### src/rtl/triple_entry_fifo_with_peek_core_assert.svh
// Assertion macros shared by the queue core modules.
`ifndef TRIPLE_ENTRY_FIFO_WITH_PEEK_CORE_ASSERT_SVH
`define TRIPLE_ENTRY_FIFO_WITH_PEEK_CORE_ASSERT_SVH

// Check that cons holds in the same cycle as ante.
`define TEFP_ASSERT_NOW(label, ante, cons, msg) \
  label: assert property (@(posedge clk) disable iff (rst) (ante) |-> (cons)) \
    else $error(msg);

// Check that cons holds in the cycle after ante.
`define TEFP_ASSERT_NEXT(label, ante, cons, msg) \
  label: assert property (@(posedge clk) disable iff (rst) (ante) |=> (cons)) \
    else $error(msg);

`endif

### src/rtl/tefp_pkg.sv
// Shared types and constants for the three-value entry queue.
package tefp_pkg;

  // Default sizing
  localparam int DEPTH_DEF       = 16;
  localparam int VALUE_WIDTH_DEF = 32;

  // Fixed port field widths
  localparam int FIELD_WIDTH = 32;
  localparam int POS_WIDTH   = 5;
  localparam int COUNT_WIDTH = 5;
  localparam int CFG_WIDTH   = 5;

  localparam logic [CFG_WIDTH-1:0] CAPACITY_RESET = 5'd16;

  // Actions
  typedef enum logic [1:0] {
    ACT_APPEND = 2'd0,
    ACT_REMOVE = 2'd1,
    ACT_READ   = 2'd2,
    ACT_CLEAR  = 2'd3
  } action_t;

  // Result status codes
  typedef enum logic [2:0] {
    STAT_OK       = 3'd0,
    STAT_FULL     = 3'd1,
    STAT_EMPTY    = 3'd2,
    STAT_BADPOS   = 3'd3,
    STAT_DISABLED = 3'd4
  } status_code_t;

  // Configuration register indexes
  typedef enum logic [0:0] {
    REG_CAPACITY = 1'b0,
    REG_ENABLED  = 1'b1
  } cfg_reg_t;

  typedef struct packed {
    action_t                       action;
    logic signed [FIELD_WIDTH-1:0] value_a;
    logic signed [FIELD_WIDTH-1:0] value_b;
    logic signed [FIELD_WIDTH-1:0] value_c;
    logic        [POS_WIDTH-1:0]   position;
  } in_item_t;

  typedef struct packed {
    status_code_t                  status;
    logic signed [FIELD_WIDTH-1:0] read_a;
    logic signed [FIELD_WIDTH-1:0] read_b;
    logic signed [FIELD_WIDTH-1:0] read_c;
    logic        [COUNT_WIDTH-1:0] entry_count;
  } out_item_t;

  // Controller to datapath commands
  typedef struct packed {
    logic load;     // execute the accepted item, launch the memory read
    logic capture;  // form the result from the registered read data
  } dp_cmd_t;

endpackage

### src/rtl/tefp_ctrl.sv
// Sequencing state machine for the queue core.
module tefp_ctrl (
  input  logic              clk,
  input  logic              rst,
  input  logic              in_valid,
  output logic              in_ready,
  output logic              out_valid,
  input  logic              out_ready,
  output tefp_pkg::dp_cmd_t cmd
);

  typedef enum logic [2:0] {
    ST_IDLE  = 3'b001,
    ST_FETCH = 3'b010,
    ST_SEND  = 3'b100
  } ctl_state_t;

  ctl_state_t state, state_next;

  // Advance through execute, fetch and send
  always_comb begin
    state_next = state;
    unique case (state)
      ST_IDLE:  if (in_valid) state_next = ST_FETCH;
      ST_FETCH: state_next = ST_SEND;
      ST_SEND:  if (out_ready) state_next = ST_IDLE;
      default:  state_next = ST_IDLE;
    endcase
  end

  always_ff @(posedge clk) begin
    if (rst) begin
      state <= ST_IDLE;
    end else begin
      state <= state_next;
    end
  end

  // Drive handshakes and commands
  assign in_ready    = (state == ST_IDLE);
  assign out_valid   = (state == ST_SEND);
  assign cmd.load    = (state == ST_IDLE) && in_valid;
  assign cmd.capture = (state == ST_FETCH);

endmodule

### src/rtl/tefp_datapath.sv
// Queue storage, pointers, configuration and result registers.
module tefp_datapath #(
  parameter int DEPTH       = tefp_pkg::DEPTH_DEF,
  parameter int VALUE_WIDTH = tefp_pkg::VALUE_WIDTH_DEF
) (
  input  logic                             clk,
  input  logic                             rst,
  input  logic                             cfg_we,
  input  logic [0:0]                       cfg_index,
  input  logic [tefp_pkg::CFG_WIDTH-1:0]   cfg_data,
  input  tefp_pkg::in_item_t               in_item,
  input  tefp_pkg::dp_cmd_t                cmd,
  output tefp_pkg::out_item_t              out_item
);

  localparam int AW = (DEPTH > 1) ? $clog2(DEPTH) : 1;
  localparam int CW = $clog2(DEPTH + 1);
  localparam int LW = (CW > tefp_pkg::POS_WIDTH) ? CW : tefp_pkg::POS_WIDTH;
  localparam int PW = LW + 1;
  localparam int EW = 3 * VALUE_WIDTH;

  logic [tefp_pkg::CFG_WIDTH-1:0] capacity;
  logic                           enabled;
  logic [AW-1:0]                  head_index, head_index_next;
  logic [CW-1:0]                  held_count, held_count_next;
  logic [EW-1:0]                  mem [DEPTH];
  logic [EW-1:0]                  mem_q;
  tefp_pkg::status_code_t         status_q, status_next;
  logic                           read_ok_q, read_ok_next;
  logic                           mem_we;
  logic [AW-1:0]                  wr_addr, rd_addr;
  logic [CW-1:0]                  limit;
  logic                           append_ok;
  tefp_pkg::out_item_t            out_q;

  // Fold a sum below twice the depth back into the slot range
  function automatic logic [AW-1:0] wrap_slot(input logic [PW-1:0] s);
    logic [PW-1:0] r;
    r = (s >= PW'(DEPTH)) ? (s - PW'(DEPTH)) : s;
    return r[AW-1:0];
  endfunction

  // Write configuration registers
  always_ff @(posedge clk) begin
    if (rst) begin
      capacity <= tefp_pkg::CAPACITY_RESET;
      enabled  <= 1'b1;
    end else if (cfg_we) begin
      unique case (tefp_pkg::cfg_reg_t'(cfg_index))
        tefp_pkg::REG_CAPACITY: capacity <= cfg_data;
        tefp_pkg::REG_ENABLED:  enabled  <= cfg_data[0];
        default: ;
      endcase
    end
  end

  // Saturate the capacity at the depth
  always_comb begin
    if (int'(capacity) > DEPTH) limit = CW'(DEPTH);
    else                        limit = CW'(capacity);
  end

  assign wr_addr = wrap_slot(PW'(head_index) + PW'(held_count));
  assign rd_addr = wrap_slot(PW'(head_index) + PW'(in_item.position) - PW'(1));

  // Decide the action outcome
  always_comb begin
    status_next     = tefp_pkg::STAT_OK;
    read_ok_next    = 1'b0;
    mem_we          = 1'b0;
    append_ok       = 1'b0;
    head_index_next = head_index;
    held_count_next = held_count;
    if (!enabled) begin
      status_next = tefp_pkg::STAT_DISABLED;
    end else begin
      unique case (in_item.action)
        tefp_pkg::ACT_APPEND: begin
          if (held_count >= limit) begin
            status_next = tefp_pkg::STAT_FULL;
          end else begin
            append_ok       = 1'b1;
            mem_we          = 1'b1;
            held_count_next = held_count + 1'b1;
          end
        end
        tefp_pkg::ACT_REMOVE: begin
          if (held_count == '0) begin
            status_next = tefp_pkg::STAT_EMPTY;
          end else begin
            head_index_next = (head_index == AW'(DEPTH - 1)) ? '0 : head_index + 1'b1;
            held_count_next = held_count - 1'b1;
          end
        end
        tefp_pkg::ACT_READ: begin
          if (in_item.position == '0 || LW'(in_item.position) > LW'(held_count)) begin
            status_next = tefp_pkg::STAT_BADPOS;
          end else begin
            read_ok_next = 1'b1;
          end
        end
        tefp_pkg::ACT_CLEAR: begin
          head_index_next = '0;
          held_count_next = '0;
        end
        default: ;
      endcase
    end
  end

  // Update pointers on an accepted item
  always_ff @(posedge clk) begin
    if (rst) begin
      head_index <= '0;
      held_count <= '0;
    end else if (cmd.load) begin
      head_index <= head_index_next;
      held_count <= held_count_next;
    end
  end

  // Hold the outcome until the result is formed
  always_ff @(posedge clk) begin
    if (cmd.load) begin
      status_q  <= status_next;
      read_ok_q <= read_ok_next;
    end
  end

  // Entry memory: one write port, one registered read port
  always_ff @(posedge clk) begin
    if (cmd.load && mem_we) begin
      mem[wr_addr] <= {in_item.value_a[VALUE_WIDTH-1:0],
                       in_item.value_b[VALUE_WIDTH-1:0],
                       in_item.value_c[VALUE_WIDTH-1:0]};
    end
    if (cmd.load) begin
      mem_q <= mem[rd_addr];
    end
  end

  // Form the result; zero the values unless a read succeeded
  always_ff @(posedge clk) begin
    if (cmd.capture) begin
      out_q.status      <= status_q;
      out_q.entry_count <= tefp_pkg::COUNT_WIDTH'(held_count);
      if (read_ok_q) begin
        out_q.read_a <= tefp_pkg::FIELD_WIDTH'(signed'(mem_q[EW-1 -: VALUE_WIDTH]));
        out_q.read_b <= tefp_pkg::FIELD_WIDTH'(signed'(mem_q[2*VALUE_WIDTH-1 -: VALUE_WIDTH]));
        out_q.read_c <= tefp_pkg::FIELD_WIDTH'(signed'(mem_q[VALUE_WIDTH-1:0]));
      end else begin
        out_q.read_a <= '0;
        out_q.read_b <= '0;
        out_q.read_c <= '0;
      end
    end
  end

  assign out_item = out_q;

`include "triple_entry_fifo_with_peek_core_assert.svh"

  `TEFP_ASSERT_NEXT(a_append_grows, cmd.load && append_ok, held_count == $past(held_count) + 1'b1, "append did not grow the count")
  `TEFP_ASSERT_NEXT(a_disabled_holds, cmd.load && !enabled, $stable(held_count) && $stable(head_index), "disabled action changed the queue")
  `TEFP_ASSERT_NOW(a_count_bound, 1'b1, held_count <= CW'(DEPTH), "count exceeds depth")

endmodule

### src/rtl/triple_entry_fifo_with_peek_core.sv
// A bounded queue of three-value entries with append, remove, indexed read and clear.
// Each accepted item is executed, which also launches the entry memory read; then the
// read data is registered into the result, and the result is held on the output until
// it is taken. Only then can the next item enter. Entries sit in a single-port-write,
// single-port-read memory addressed as a circular buffer by a head pointer and count;
// the memory needs no clearing after reset. Configuration (capacity, enable) is to be
// written through cfg_we/cfg_index/cfg_data while the queue is idle; the block does
// not enforce this. Values are stored at VALUE_WIDTH bits and read back sign-extended.
module triple_entry_fifo_with_peek_core #(
  parameter int DEPTH       = tefp_pkg::DEPTH_DEF,
  parameter int VALUE_WIDTH = tefp_pkg::VALUE_WIDTH_DEF
) (
  input  logic                           clk,
  input  logic                           rst,
  input  logic                           cfg_we,
  input  logic [0:0]                     cfg_index,
  input  logic [tefp_pkg::CFG_WIDTH-1:0] cfg_data,
  input  logic                           in_valid,
  output logic                           in_ready,
  input  tefp_pkg::in_item_t             in_item,
  output logic                           out_valid,
  input  logic                           out_ready,
  output tefp_pkg::out_item_t            out_item
);

  tefp_pkg::dp_cmd_t cmd;

  // Sequence each item
  tefp_ctrl u_ctrl (
    .clk       (clk),
    .rst       (rst),
    .in_valid  (in_valid),
    .in_ready  (in_ready),
    .out_valid (out_valid),
    .out_ready (out_ready),
    .cmd       (cmd)
  );

  // Hold the queue and form results
  tefp_datapath #(
    .DEPTH       (DEPTH),
    .VALUE_WIDTH (VALUE_WIDTH)
  ) u_datapath (
    .clk       (clk),
    .rst       (rst),
    .cfg_we    (cfg_we),
    .cfg_index (cfg_index),
    .cfg_data  (cfg_data),
    .in_item   (in_item),
    .cmd       (cmd),
    .out_item  (out_item)
  );

`include "triple_entry_fifo_with_peek_core_assert.svh"

  `TEFP_ASSERT_NEXT(a_accept_blocks, in_valid && in_ready, !in_ready && !out_valid, "queue took a second item or answered too early")

endmodule

### config.mk
export PLATFORM = sky130hd
export DESIGN_NAME = triple_entry_fifo_with_peek_core
export DESIGN_NICKNAME = d
export VERILOG_FILES = /design/src/rtl/tefp_pkg.sv /design/src/rtl/tefp_ctrl.sv /design/src/rtl/tefp_datapath.sv /design/src/rtl/triple_entry_fifo_with_peek_core.sv
export VERILOG_INCLUDE_DIRS = /design/src /design/src/rtl
export SDC_FILE = /design/constraint.sdc
export NUM_CORES = 1
export LEC_CHECK = 0
export ABC_CLOCK_PERIOD_IN_PS = 11900
export CORE_ASPECT_RATIO = 1.25
export CORE_MARGIN = 1.5
export CORE_UTILIZATION = 30
export CTS_CLUSTER_DIAMETER = 150
export CTS_CLUSTER_SIZE = 10
export DETAILED_ROUTE_END_ITERATION = 8
export DONT_BUFFER_PORTS = 1
export SETUP_SLACK_MARGIN = 0.1
export SLEW_MARGIN = 20
export SYNTH_ARGS = -nofsm -noshare
export SYNTH_HDL_FRONTEND = slang
export SYNTH_HIERARCHICAL = 1
export SYNTH_SLANG_ARGS = --single-unit
### constraint.sdc
create_clock -name clk -period 11.9 [get_ports clk]
set_clock_uncertainty 0.05 [all_clocks]
set_input_delay 1.785 -clock clk [delete_from_list [all_inputs] [get_ports clk]]
set_output_delay 1.785 -clock clk [all_outputs]
set_load 0.03 [all_outputs]
==> results.md <==
- Number of CTS-inserted buffers: between 200 and 250
- CP max-delay cell: buf_4
- Synthesized area per cell: 25.0 µm²
- Die width: ~420 µm
- Design area: roughly 75000 µm²
- Fin crit period: 5.67 ns
- Tcrit/Tclk final: 0.477
- Final Hold Vio Count: 0
- Number of synthesized register bits: about 1800
- Final-layout fill cell count: 20046
- Pre-antenna DRT Iters: 7
- Placed instance area: between 60000 and 70000 µm²
- Nets@finish: 2919
- CTS Buffer Depth: 4
- Status: finished clean
- Vias per cell: a little under 5
- Dpl cells: between 5000 and 6000
- Multi-input logic area: ~13000 µm²
- Grt ovf: 0
- Core area: approximately 220000 µm²
- DRC viols: 0
- Crit-path max FO: 62
- CP startpoint kind: input port
- Clock transition at path regs: ~0.06 ns
- Seq. cell area: 52600 µm²
- Full die area: roughly 220000 µm²
- CP cell instances: nand4bb_1 -> inv_6 -> and2_1 -> nand2_1 -> a211oi_1 -> nand3_1 -> nor2_4 -> buf_4 -> buf_4
- Postcts setup bufs: 0
- Hold buffer count at CTS: 0
- Initial Utilization: 0.301
- Top cells by area, synth: edfxtp_1 79%, mux4_2 16%, and2_1 0.95%
- Cell Area, Synth: approximately 66000 µm²
- Yosys top cell area share: 0.793
- Total GRT Usage: 0.136
- Area Overhead vs Synth: 13.7%
- Vias in the first global route: 29935
- Cell count after synthesis: ~2600
- Endpoint class of the critical path: flip-flop
- DRT antenna net count: 0
- Cell repeated most along the worst path: buf_4
- Critical path type: in2reg
- Worst EP required: between 10 and 15 ns
- Unrepaired setup endpoints after global routing: no
- Max Cap Violations: 0
- 1st-iter DRT viols: around 2200
- PD cells: between 150 and 200 nW/µm²
- CTS-repair resized insts: 0
- Worst hold slack: 0.369 ns
- Final Total Pwr: 13.2 mW
- Largest net degree at the start of global routing: 97
- Hpwl dp: 79600 µm
- CP peak stage delay: ~0.96 ns
- Detailed-route via count: 27683
- Routed WL per cell: about 27 µm
- YS warnings: 6
- WP data arrival: approximately 6.0 ns
- Die Y: around 530 µm
- Final Setup Violations: 0
- HP Class: reg2reg
- Wire length of the first global-routing pass: roughly 220000 µm
- Synthesized Nets: about 2800
- Num ports: 220
- Worst Max-Slew Pin Slew: ~1.1 ns
- Placer Congestion: between 0.7 and 0.8
- Ys flop type: edfxtp_1
- Htree depth: 4
- Fmax: around 0.18 GHz
- Util after Layout: 0.342
- Proportion of layout cells with a drive suffix above 1: 0.279
- Post-synth EDFFs: approximately 1700
- Non-Filler Instances: approximately 5700
- Setup TNS: 0 ns
- Synth async-reset ratio: 0
- Max rail drop VDD: around 0.11 mV
- Synth cell types: 51
- Worst skew pair latency: about 0.82 ns
- CP top delay family: buffers and inverters
- Leakage: between 20 and 25 nW
- Synth area leader: edfxtp_1
- CP bufs+invs: 3
- Root buf cell: clkbuf_16
- Sink Count: ~1800
- CTS tree: built
- Post-synthesis sequential area ratio: 0.799
- Final slew viol count: 0
- # rows: between 150 and 200
- IO buf count: 0
- Initial antenna violation count: 11
- Final WL: 153000 µm
- Final WS setup: between 6 and 7 ns
- Post-Place Setup Slack: about 5.4 ns
- Slew HR: 0.271
-- sequential cells by signal (all words and copies together), names as in the netlist --
| register | count |
|---|---|
| u_datapath/mem | 1536 |
| u_datapath/out_item | 104 |
| u_datapath/mem_q | 96 |
| u_datapath/capacity | 5 |
| u_datapath/held_count | 5 |
| u_datapath/head_index | 4 |
| u_ctrl/state | 3 |
| u_datapath/status_q | 3 |
| u_datapath/enabled | 1 |
| u_datapath/read_ok_q | 1 |
-- layout make-up --
class,count,share of cell area
Timing Repair Buffer,63,0.00697
Clock buffer,210,0.0685
Clock inverter,8,0.00159
Tap cell,2910,0.0486
Sequential cell,1758,0.703
Multi-Input combinational cell,736,0.170
Inverter,20,0.00114
Antenna cell,4,0.000134
-- per-layer routing --
| metal | wire, µm | vias to the layer above | global-route usage | part of all wire |
|---|---|---|---|---|
| met2 | 76700 | 797 | 0.230 | 0.50 |
| met3 | 12000 | 211 | 0.0387 | 0.078 |
| met1 | 61100 | 15213 | 0.170 | 0.40 |
| met4 | 3160 | 0 | 0.0365 | 0.021 |
| li1 | - | 11462 | - | - |
| met5 | 0 | - | 0 | 0 |
-- cells by family (layout without fill, tap and decap cells) --
family / Yosys count / in the layout / synth area share
fa+ha+maj: 24 / 24 / 0.00490
other cells: 0 / 4 / 0
xor+xnor: 10 / 10 / 0.00144
simple gates: 177 / 177 / 0.0154
flops: 1758 / 1758 / 0.799
mux: 484 / 484 / 0.165
buf+inv: 141 / 301 / 0.0102
compound gates: 41 / 41 / 0.00433
-- report_power, final --
part	total (mW)	switching, mW	internal [mW]
clock network	5.23	2.22	3.01
logic	0.936	0.461	0.475
registers	7.00	0.0582	6.94
total	13.2	2.74	10.4
-- cell usage after synthesis, types with 2 or more instances --
cell / n
o21ai_0: 5
nand3b_1: 3
fa_1: 3
nor3b_1: 2
inv_1: 20
nor2_1: 32
and2_1: 100
nor2b_1: 5
clkbuf_1: 66
ha_1: 21
o31ai_1: 2
buf_2: 38
nand3_1: 3
xor2_1: 4
mux4_2: 480
a211o_1: 2
dfxtp_1: 18
and3_1: 3
nand2b_1: 3
xnor2_1: 5
edfxtp_1: 1740
buf_4: 8
buf_6: 9
nand2_1: 13
a21oi_1: 13
mux2i_1: 4
a21o_1: 3
nand4_1: 4
a22oi_1: 2
a211oi_1: 3
-- placed cells by master, fill, tap and decap left out, types with 4 or more instances in the layout --
cell type,instances
a21oi_1,13
and2_1,100
buf_4,59
clkbuf_1,6
clkbuf_16,204
dfxtp_1,18
diode_2,4
edfxtp_1,1740
ha_1,19
inv_1,18
inv_6,6
mux2i_1,4
mux4_2,480
nand2_1,13
nand4_1,4
nor2_1,16
nor2_4,16
nor2b_1,5
o21ai_0,5
xnor2_1,5
xor2_1,4
-- worst paths after layout --
| kind | from | endpoint | slack, ns | cells after the start |
|---|---|---|---|---|
| min reg2reg | u_datapath/status_q[2]$_SDFFCE_PN1P_ | u_datapath/out_item[103]$_DFFE_PP_ | 0.37 | 0 |
| max | in_valid | u_datapath/mem[7][85]$_DFFE_PP_ | 6.23 | 9 |
| min | u_datapath/status_q[2]$_SDFFCE_PN1P_ | u_datapath/out_item[103]$_DFFE_PP_ | 0.37 | 0 |
| max reg2reg | u_ctrl/state[1]$_SDFFE_PP0P_ | u_datapath/mem[7][85]$_DFFE_PP_ | 6.73 | 9 |
No activity file was read; power rests on OpenSTA's default activity.
